### src/rtl/angsec_pkg.sv
// ----------------------------------------------------------------------------
// angsec_pkg
// Shared types and constants for the angle sector commutation sequencer.
// ----------------------------------------------------------------------------
package angsec_pkg;

    // number of commutation sectors per electrical turn
    localparam int SECTOR_COUNT = 6;
    localparam int SECTOR_W     = 3;
    localparam logic [SECTOR_W-1:0] LAST_SECTOR = SECTOR_W'(SECTOR_COUNT - 1);

    // field widths
    localparam int ANGLE_W  = 16;
    localparam int CA_W     = 15;
    localparam int OPCODE_W = 2;

    // bounds carry one extra bit: the full turn and offset bounds exceed 16 bits
    localparam int BOUND_W = ANGLE_W + 1;

    // turn fractions, 65536 is one full turn, thirds rounded to nearest
    localparam logic [BOUND_W-1:0] THIRD_TURN     = 17'd21845;
    localparam logic [BOUND_W-1:0] TWO_THIRD_TURN = 17'd43691;
    localparam logic [BOUND_W-1:0] FULL_TURN      = 17'd65536;

    // configuration register indexes
    localparam int CFG_INDEX_W = 1;
    localparam logic [CFG_INDEX_W-1:0] CFG_CONDUCTION_ANGLE = 1'd0;
    localparam logic [CFG_INDEX_W-1:0] CFG_FIRING_ENABLE    = 1'd1;

    // request opcodes
    typedef enum logic [OPCODE_W-1:0] {
        OP_TRACK  = 2'd0,
        OP_SYNC   = 2'd1,
        OP_REFIRE = 2'd2
    } opcode_t;

    typedef logic [BOUND_W-1:0] bound_t;

endpackage

### src/rtl/angle_sector_commutation.sv
// ----------------------------------------------------------------------------
// angle_sector_commutation
// Commutation sequencer: steps a three-phase drive through six rotor-angle
// sectors, resynchronises the sector from the angle and issues fire strobes.
// A request passes the input register, then the result register; one
// request per cycle while results are taken, set by the single sector
// register that each request reads and updates. Reset: asynchronous,
// active low; sector 0, not synced, fire, valids and configuration cleared.
// ----------------------------------------------------------------------------
module angle_sector_commutation
    import angsec_pkg::*;
(
    input  logic                   clk,
    input  logic                   rst_n,

    // configuration write port
    input  logic                   cfg_write_en,
    input  logic [CFG_INDEX_W-1:0] cfg_index,
    input  logic [CA_W-1:0]        cfg_data,

    // request channel
    input  logic                   in_valid,
    output logic                   in_ready,
    input  logic [OPCODE_W-1:0]    opcode,
    input  logic [ANGLE_W-1:0]     rotor_angle,

    // result channel
    output logic                   out_valid,
    input  logic                   out_ready,
    output logic [SECTOR_W-1:0]    sector,
    output logic                   fire,
    output logic                   synced
);

    // configuration registers
    logic [CA_W-1:0]     ca_reg;
    logic                fire_en_reg;

    // input stage
    logic                in_valid_reg;
    logic [OPCODE_W-1:0] opcode_reg;
    logic [ANGLE_W-1:0]  angle_reg;

    // state, which doubles as the result register for sector and synced
    logic [SECTOR_W-1:0] sector_reg;
    logic [SECTOR_W-1:0] sector_next;
    logic                synced_reg;
    logic                synced_next;
    logic                fire_reg;
    logic                fire_next;
    logic                out_valid_reg;

    logic                out_free;
    logic                advance;

    bound_t              bounds [0:SECTOR_COUNT];
    bound_t              angle_ext;
    logic [SECTOR_W-1:0] track_sector;
    logic [SECTOR_W-1:0] track_upper;
    logic [SECTOR_W-1:0] sync_sector;
    logic                track_hit;

    // handshake: the result register frees when taken, the input stage
    // moves on whenever the result register is free
    assign out_free = !out_valid_reg || out_ready;
    assign advance  = in_valid_reg && out_free;
    assign in_ready = !in_valid_reg || out_free;

    // configuration writes
    always_ff @(posedge clk or negedge rst_n)
    begin
        if (!rst_n)
        begin
            ca_reg      <= '0;
            fire_en_reg <= 1'b0;
        end
        else if (cfg_write_en)
        begin
            case (cfg_index)
                CFG_CONDUCTION_ANGLE: ca_reg      <= cfg_data;
                CFG_FIRING_ENABLE:    fire_en_reg <= cfg_data[0];
                default:              ;
            endcase
        end
    end

    // input register
    always_ff @(posedge clk or negedge rst_n)
    begin
        if (!rst_n)
        begin
            in_valid_reg <= 1'b0;
        end
        else if (in_ready)
        begin
            in_valid_reg <= in_valid;
        end
    end

    always_ff @(posedge clk)
    begin
        if (in_valid && in_ready)
        begin
            opcode_reg <= opcode;
            angle_reg  <= rotor_angle;
        end
    end

    // sector bounds
    always_comb
    begin
        bounds[0] = '0;
        bounds[1] = BOUND_W'(ca_reg);
        bounds[2] = THIRD_TURN;
        bounds[3] = THIRD_TURN + BOUND_W'(ca_reg);
        bounds[4] = TWO_THIRD_TURN;
        bounds[5] = TWO_THIRD_TURN + BOUND_W'(ca_reg);
        bounds[6] = FULL_TURN;
    end

    assign angle_ext = BOUND_W'(angle_reg);

    // track: next sector with wrap, both bounds inclusive
    assign track_sector = (sector_reg == LAST_SECTOR) ? '0 : sector_reg + SECTOR_W'(1);
    assign track_upper  = track_sector + SECTOR_W'(1);
    assign track_hit    = (angle_ext >= bounds[track_sector]) &&
                          (angle_ext <= bounds[track_upper]);

    // sync: lowest half-open sector holding the angle, else sector 0
    always_comb
    begin
        sync_sector = '0;
        for (int k = SECTOR_COUNT - 1; k >= 0; k--)
        begin
            if (angle_ext >= bounds[k] && angle_ext < bounds[k + 1])
            begin
                sync_sector = SECTOR_W'(k);
            end
        end
    end

    // next state and fire strobe for the request in the input register
    always_comb
    begin
        sector_next = sector_reg;
        synced_next = synced_reg;
        fire_next   = 1'b0;
        case (opcode_t'(opcode_reg))
            OP_TRACK:
            begin
                if (synced_reg && track_hit)
                begin
                    sector_next = track_sector;
                    fire_next   = fire_en_reg;
                end
            end
            OP_SYNC:
            begin
                sector_next = sync_sector;
                synced_next = 1'b1;
            end
            OP_REFIRE:
            begin
                fire_next = synced_reg && fire_en_reg;
            end
            default: ;
        endcase
    end

    // state and result register, loaded together as the request advances
    always_ff @(posedge clk or negedge rst_n)
    begin
        if (!rst_n)
        begin
            sector_reg    <= '0;
            synced_reg    <= 1'b0;
            fire_reg      <= 1'b0;
            out_valid_reg <= 1'b0;
        end
        else if (out_free)
        begin
            out_valid_reg <= advance;
            if (advance)
            begin
                sector_reg <= sector_next;
                synced_reg <= synced_next;
                fire_reg   <= fire_next;
            end
        end
    end

    assign out_valid = out_valid_reg;
    assign sector    = sector_reg;
    assign synced    = synced_reg;
    assign fire      = fire_reg;

endmodule

### config.mk
export PLATFORM = sky130hd
export DESIGN_NAME = angle_sector_commutation
export DESIGN_NICKNAME = d
export VERILOG_FILES = /design/src/rtl/angsec_pkg.sv /design/src/rtl/angle_sector_commutation.sv
export SDC_FILE = /design/constraint.sdc
export NUM_CORES = 1
export LEC_CHECK = 0
export BUFFER_PORTS_ARGS = -buffer_cell sky130_fd_sc_hd__buf_2
export CORE_UTILIZATION = 51
export DETAILED_ROUTE_END_ITERATION = 8
export PLACE_DENSITY = 0.79
export SETUP_SLACK_MARGIN = 0.15
export SLEW_MARGIN = 25
export SYNTH_ARGS = -nofsm -noshare
export SYNTH_HDL_FRONTEND = slang
export SYNTH_SLANG_ARGS = --single-unit
### constraint.sdc
create_clock -name clk -period 4.3 [get_ports clk]
set_input_delay 0.645 -clock clk [delete_from_list [all_inputs] [get_ports clk]]
set_output_delay 0.645 -clock clk [all_outputs]
set_load 0.01 [all_outputs]
Word level (Yosys, flattened, before mapping)
Index checks and enable logic that the tools add are counted.

Bitwise logic cells: 3. Muxes and demuxes: 17. Equality and inequality tests: 4. $add $sub $neg: 4. $lt $le $gt $ge: 16. Reduce and logical (&&, ||, !) cells: 22.

Operator list (number): binary-select mux 17 bit (select 3 bit) (2); two-way mux 17 bit (4); >= comparator 16 x 17 -> 1 bit (2); two-way mux 3 bit (8); adder 16 x 15 -> 17 bit, first input constant (1); less-or-equal comparator 16 x 17 -> 1 bit (1); < comparator 16 x 17 -> 1 bit (1); < comparator 16 x 17 -> 1 bit, second input constant (1); adder 15 x 15 -> 16 bit, first input constant (1); >= comparator 16 x 1 -> 1 bit, second input constant (1); >= comparator 16 x 15 -> 1 bit (1); >= comparator 16 x 15 -> 1 bit, second input constant (1); >= comparator 16 bit (1); >= comparator 16 bit, second input constant (1); < comparator 16 x 15 -> 1 bit (1); < comparator 16 x 15 -> 1 bit, second input constant (1); < comparator 16 bit (1); < comparator 16 bit, second input constant (1); logical AND 1 bit (11); >= comparator 4 bit, second input constant (2); inverter 3 -> 4 bit (2); adder 3 x 1 -> 3 bit, second input constant (2); one-hot mux 3 bit (2 select lines) (1); AND reduction 2 bit (3); other kinds (13) (15).

Word-level logic and storage cells: 75. Input port bits: 39. Register bits after elaboration: 41. Output and inout port bits: 7.

Logic depth before layout (Yosys ltp)
Gate-level depths: netlist of the first run.

Depth in word-level cells: 12. Depth in mapped cells: 19.

Worst setup path before layout of the first run
Ideal clock, no wire load.

Kind: register to register. From: register ca_reg[0]. To: register sector_reg[2], in the netlist sector[2]. Path buffers: 0. Period minus slack after synthesis: 3849 ps. Cell stages (with the launch flop): 20. Arrival time: 3710 ps. Path slack: 451 ps. Library setup time: 139 ps. Path through: dfrtp_1 inv_1 ha_1 nand2b_1 a31oi_1 or2_1 a21oi_4 o21ai_2 xnor2_1 a32oi_1 o31a_1 ha_1 nand4_1 or4_1 o22ai_1 a211oi_1 o22ai_1 a41oi_1 nor3_1 o22ai_1.

Cells in the longest elaborated chain, start to end: 10. Elaborated cells between the ends (all ways): 33. Those cells by class: 2 x add/sub; 8 x order compare; 1 x eq/ne; 13 x mux; 9 x reduce/logical.

Ends and longest elaborated chain: from (decl) (line angle_sector_commutation.sv:36) `logic [CA_W-1:0] ca_reg;`; from (signal assigned) (line angle_sector_commutation.sv:80) `CFG_CONDUCTION_ANGLE: ca_reg <= cfg_data;`; branches (longest 10 deep; another with adder 16 x 15 -> 17 bit); to (signal assigned) (line angle_sector_commutation.sv:185) `sector_reg <= sector_next;`; to (decl) (line angle_sector_commutation.sv:45) `logic [SECTOR_W-1:0] sector_reg;`.

Parallel ways; which one is timed is not known. The select of a mux whose other input is x is not followed. A chain may end at the register's enable or synchronous reset.

Final worst setup path of the first run
Ends and elaborated chain as after synthesis.

==> metrics.md, run 1 <==
| Metric | Value |
|---|---|
| Status | `completed` |
| H-tree depth | `2` |
| Worst min path class | `primary input to asynchronous set/reset pin` |
| Main synth FF type | `dfrtp_1` |
| Number of synthesized register bits | `41` |
| Fin Setup TNS | `0 ps` |
| Clock Tree Root | `clkbuf_8` |
| CTS buffer count | `5` |
| Tmin final | `4020 ps` |
| CORE AREA | `0.00973 mm^2` |
| Adder-Cell Fraction of Synth Area | `0.197` |
| Maximum fanout along the worst path | `5` |
| Die height | `102 um` |
| Synthesized net count | `727` |
| F_max | `249 MHz` |
| Setup CP Type | `register to register` |
| Core Util, Final | `0.598` |
| CTS max path bufs | `2` |
| Final hold vios | `0` |
| Placer Congestion | `1.06` |
| Compound-Gate Fraction of Synth Area | `0.351` |
| Post-synthesis average cell area | `8.36 um^2` |
| Final setup viols | `0` |
| Clk sink count | `41` |
| Total GRT Usage | `0.322` |
| Vias per inst | `6.77` |
| Die Wd | `102 um` |
| Clk_skew | `7.38 ps` |
| Ports | `46` |
| Fraction of registers with async set/reset | `0.561` |
| Overflow after GRT | `0` |
| Nets@finish | `782` |
| RSZ-0062 raised after global routing | `false` |
| Slew HR | `0.487` |
| Initial Util | `0.522` |
| Vias in the first global route | `5051` |
| Routed WL per cell | `20.5 um` |
| Initial antenna violation count | `0` |
| Post-synthesis cell area | `0.00508 mm^2` |
| CP Capture Type | `register` |
| Final antenna-violating net count | `0` |
| Largest cells by area after synthesis | `ha_1 20%, dfrtp_1 11%, edfxtp_1 11%, o21ai_0 6.7%, a21oi_1 5.3%` |
| Port Buf Inserts | `45` |
| DRT Pass-1 Iters | `5` |
| Largest family of logic cells by synthesized area | `compound AO/OA/AOI/OAI gates` |
| Multiplexer share of the synthesized area | `0.00222` |
| Final HPWL DP | `12.4 mm` |
| Post-synth top area cell | `ha_1` |
| Post-synth EDFFs | `18` |
| Pin count of the biggest net entering global routing | `39` |
| Simple-gate portion of the synthesized area | `0.132` |
| Share of post-route cells with drive strength above 1 | `0.211` |
| Most frequent cells in the layout | `79 x ha_1, 67 x o21ai_0, 56 x nand2_1, 51 x a21oi_1, 45 x buf_2` |
| Crit path DAT | `4210 ps` |
| ANT cells | `0` |
| Most common cell after layout, fill and taps aside | `ha_1` |
| Starting DRT DRC Count | `628` |
| Cts hold-fix bufs | `0` |
| First-pass GRT wire length | `25.4 mm` |
| Synth top area share | `0.197` |
| Sequential share of the synthesized area | `0.220` |
| Netlist cell types | `73` |
| Required @ worst endpoint | `4480 ps` |
| Worst-margin pin slew | `769 ps` |
| Fin. max-slew vios | `0` |
| Clock Latency Late Sink | `300 ps` |
| Clock transition at the registers of the reported paths | `90 ps` |
| Maximum vdd ir drop | `0.338 mV` |
| Via count | `5399` |
| Final Cycle Share | `0.935` |
| Largest register FFs | `16` |
| CTS tree | `built` |
| Pleak | `0.00239 uW` |
| WL final | `16.3 mm` |
| Reg2reg path depth | `19` |
| Post-Syn Instances | `608` |
| DRC violations left | `0` |
| Startpoint types | `register` |
| FP Rows | `36` |
| Synthesis Warnings | `0` |
| Die area | `0.0104 mm^2` |
| Power Dens Cells | `540 mW/mm^2` |
| Area Growth Syn to Fin | `14.6%` |
| Max-Cap Viols | `0` |
| Synth Area in XOR/XNOR | `0.0483` |
-- routing by layer --
| metal | global-route usage | share of wire | wire [um] |
|---|---|---|---|
| met5 | 0 | 0 | 0 |
| met4 | 0.185 | 0.063 | 1030 |
| met3 | 0.0366 | 0.095 | 1550 |
| met2 | 0.511 | 0.44 | 7220 |
| met1 | 0.426 | 0.40 | 6530 |
-- final timing paths --
kind	from	end	slack, ps
max	ca_reg[0]$_DFFE_PN0P_	sector[2]$_DFFE_PN0P_	280
min	rst_n	sector[1]$_DFFE_PN0P_	310
max reg2reg	ca_reg[0]$_DFFE_PN0P_	sector[2]$_DFFE_PN0P_	280
min reg2reg	fire$_DFFE_PN0P_	fire$_DFFE_PN0P_	500
max in group asynchronous	rst_n	ca_reg[1]$_DFFE_PN0P_	3570
min in group clk	fire$_DFFE_PN0P_	fire$_DFFE_PN0P_	500
-- per-stage QoR --
step                      cell area (um^2)  instances  hold WS (ps)  worst slack (ps)  total power [uW]
final                                 5820        797           313               279              3140
after global routing                  5820        797           351               132              3360
after CTS                             5590        784           332               169              2940
after detailed placement              5480        776           463               161              2630
after global placement                5480        776           466               219              2550
after floorplan                       5080        608           349               451              2040
-- Yosys cell counts (all sizes together), types with 12 or more instances --
| cell | instances |
|---|---|
| ha | 80 |
| o21ai | 79 |
| a21oi | 58 |
| nand2 | 57 |
| nor2 | 30 |
| xnor2 | 26 |
| inv | 25 |
| dfrtp | 23 |
| buf | 19 |
| edfxtp | 18 |
| o21a | 13 |
| o22ai | 12 |
-- cell families (layout without fill, tap and decap cells) --
group                      count (synthesis)  in the layout
AOI/OAI and AO/OA                        257            257
and+or+nand+nor                          142            142
adders and majority gates                 80             80
buffers and inverters                     59            115
DFF                                       41             41
xor gates and xnor gates                  28             28
muxes                                      1              1
-- layout make-up --
type / count / area [um^2]
inverter: 30 / 113
sequential: 41 / 1120
clock buffer: 6 / 93.8
timing repair buffer: 77 / 478
tap: 133 / 166
multi-input combinational: 508 / 3830
fill: 868 / 3910
clock inverter: 2 / 16.3
-- timing repair --
action                                  CTS  global route
endpoints found under the setup margin    2             4
resized for setup                         2            30
pin swaps                                 0            19
setup buffers                             0            13
-- worst max-delay path: stages, from the launching register on --
cell and delay [ps]:
dfrtp_2 450, ha_2 200, o21a_1 200, o21a_4 230, o21ai_4 210, buf_4 150, nand2_1 80, nor2_1 140
a211oi_1 70, nor2_1 130, a21oi_1 70, ha_1 320, nand4_1 190, nor2_1 160, o31ai_1 130, a2111oi_0 410
or2_1 240, a41oi_2 140, nor3_2 280, o22ai_1 110
-- report_power, final --
group          internal [uW]  switching (uW)
clock network            150             147
logic                    921            1360
registers                459             103
total                   1530            1610
(Power assumes the default switching activity.)
==> run 2: changes to the inputs <==
==> constraint.sdc (replaced) <==
create_clock -name clk -period 4.3 [get_ports clk]
set_input_delay 0 -clock clk [delete_from_list [all_inputs] [get_ports clk]]
set_output_delay 0 -clock clk [all_outputs]
set_load 0.01 [all_outputs]
==> metrics.md, run 2 (synthesis gave the netlist of run 1 again) <==
| Metric | Value |
|---|---|
| Status | `completed` |
| Startpoint types | `register` |
| Largest register FFs | `16` |
| Dpl cell area | `0.00548 mm^2` |
| Final hold vios | `0` |
| Ports | `46` |
| Slew HR | `0.378` |
| Required @ worst endpoint | `4490 ps` |
| Via count | `5709` |
| Worst-margin pin slew | `932 ps` |
| Post-route cell area | `0.00619 mm^2` |
| Clock Latency Late Sink | `320 ps` |
| Share of post-route cells with drive strength above 1 | `0.201` |
| Area Growth Syn to Fin | `21.8%` |
| F_max | `249 MHz` |
| CTS tree | `built` |
| Setup CP Type | `register to register` |
| Die height | `102 um` |
| Max-Cap Viols | `0` |
| Fin cells | `833` |
| Most common cell after layout, fill and taps aside | `ha_1` |
| Die area | `0.0104 mm^2` |
| DRT Pass-1 Iters | `6` |
| Nets@finish | `818` |
| WL final | `18.7 mm` |
| Final Cycle Share | `0.934` |
| Pre-CTS setup slack | `161 ps` |
| Vias in the first global route | `5344` |
| Routed WL per cell | `22.4 um` |
| RSZ-0062 raised after global routing | `false` |
| CTS buffer count | `5` |
| Final HPWL DP | `12.4 mm` |
| Clk_skew | `11.2 ps` |
| Fin. max-slew vios | `0` |
| Total GRT Usage | `0.352` |
| Clk sink count | `41` |
| Clock transition at the registers of the reported paths | `90 ps` |
| Most frequent cells in the layout | `79 x ha_1, 67 x o21ai_0, 56 x nand2_1, 51 x a21oi_1, 45 x buf_2` |
| Maximum fanout along the worst path | `7` |
| Vias per inst | `6.85` |
| Dpl cells | `776` |
| First-pass GRT wire length | `27.5 mm` |
| Overflow after GRT | `0` |
| Maximum vdd ir drop | `0.424 mV` |
| DRC violations left | `0` |
| Fin Setup TNS | `0 ps` |
| Worst Slack Setup Final | `283 ps` |
| H-tree depth | `2` |
| Port Buf Inserts | `45` |
| Initial antenna violation count | `0` |
| Starting DRT DRC Count | `700` |
| Initial Util | `0.522` |
| Power Dens Cells | `521 mW/mm^2` |
| Pleak | `0.00255 uW` |
| ANT cells | `0` |
| Final setup viols | `0` |
| CTS max path bufs | `2` |
| Pin count of the biggest net entering global routing | `39` |
| Tmin final | `4020 ps` |
| CORE AREA | `0.00973 mm^2` |
| Clock Tree Root | `clkbuf_8` |
| CP Capture Type | `register` |
| FP Rows | `36` |
| Crit path DAT | `4210 ps` |
| Final antenna-violating net count | `0` |
| Placer Congestion | `1.06` |
| Worst min path class | `primary input to register` |
| Die Wd | `102 um` |
[run 2: report_power, final]
| part | switching (uW) | internal, uW | leakage (uW) | total (uW) |
|---|---|---|---|---|
| sequential | 110 | 459 | 0.000446 | 569 |
| combinational | 1390 | 947 | 0.00205 | 2340 |
| clock | 162 | 151 | 0.0000525 | 313 |
| total | 1670 | 1560 | 0.00255 | 3220 |
[run 2: path summary, 6_finish.rpt]
path	start	to	slack [ps]	cells after the start
min in group asynchronous	rst_n	sector[1]$_DFFE_PN0P_	220	2
setup reg to reg	ca_reg[0]$_DFFE_PN0P_	sector[2]$_DFFE_PN0P_	280	17
hold reg to reg	fire$_DFFE_PN0P_	fire$_DFFE_PN0P_	500	2
setup / recovery	ca_reg[0]$_DFFE_PN0P_	sector[2]$_DFFE_PN0P_	280	17
max in group asynchronous	rst_n	ca_reg[0]$_DFFE_PN0P_	3650	2
hold / removal	out_ready	in_valid_reg$_DFFE_PN0N_	50	3
[run 2: repair_timing]
item                                    in CTS  in global routing
hold buffers                                35                  0
endpoints found under the setup margin       2                  4
pin swaps                                    0                 20
gates resized for setup                      2                 31
hold endpoints to repair                    57                  0
setup buffers                                0                 14
[run 2: metrics by stage]
stage	total power (uW)	hold slack [ps]	utilization
6_report	3220	49.9	0.636
3_3_place_gp	2550	5.42	0.563
4_1_cts	2960	5.07	0.611
5_1_grt	3430	57.3	0.636
2_1_floorplan	2040	-296	-
3_5_place_dp	2630	16.9	0.563
[run 2: per-layer routing]
| layer | share of wire | GRT usage | wire length (um) |
|---|---|---|---|
| met3 | 0.11 | 0.0462 | 2150 |
| met5 | 0 | 0 | 0 |
| met2 | 0.45 | 0.570 | 8370 |
| met1 | 0.37 | 0.448 | 6940 |
| met4 | 0.064 | 0.207 | 1200 |
[run 2: critical path, cell delays in order (launching register included)]
cell	delay, ps
dfrtp_2	460
buf_12	140
a21oi_4	190
o21ai_4	120
a21o_4	290
a21o_4	260
a21o_1	260
o21ai_0	210
a32oi_1	150
ha_1	340
nand4_1	80
or4_1	500
o22ai_2	130
a211oi_2	90
o22ai_2	170
a41oi_2	130
nor3_2	270
o22ai_1	100
[run 2: area by class of cell]
| cell class | count | area (um^2) |
|---|---|---|
| Timing Repair Buffer | 113 | 836 |
| Inverter | 30 | 113 |
| Clock inverter | 2 | 16.3 |
| Multi-Input combinational cell | 508 | 3840 |
| Sequential cell | 41 | 1120 |
| Fill cell | 783 | 3540 |
| Tap cell | 133 | 166 |
| Clock buffer | 6 | 93.8 |
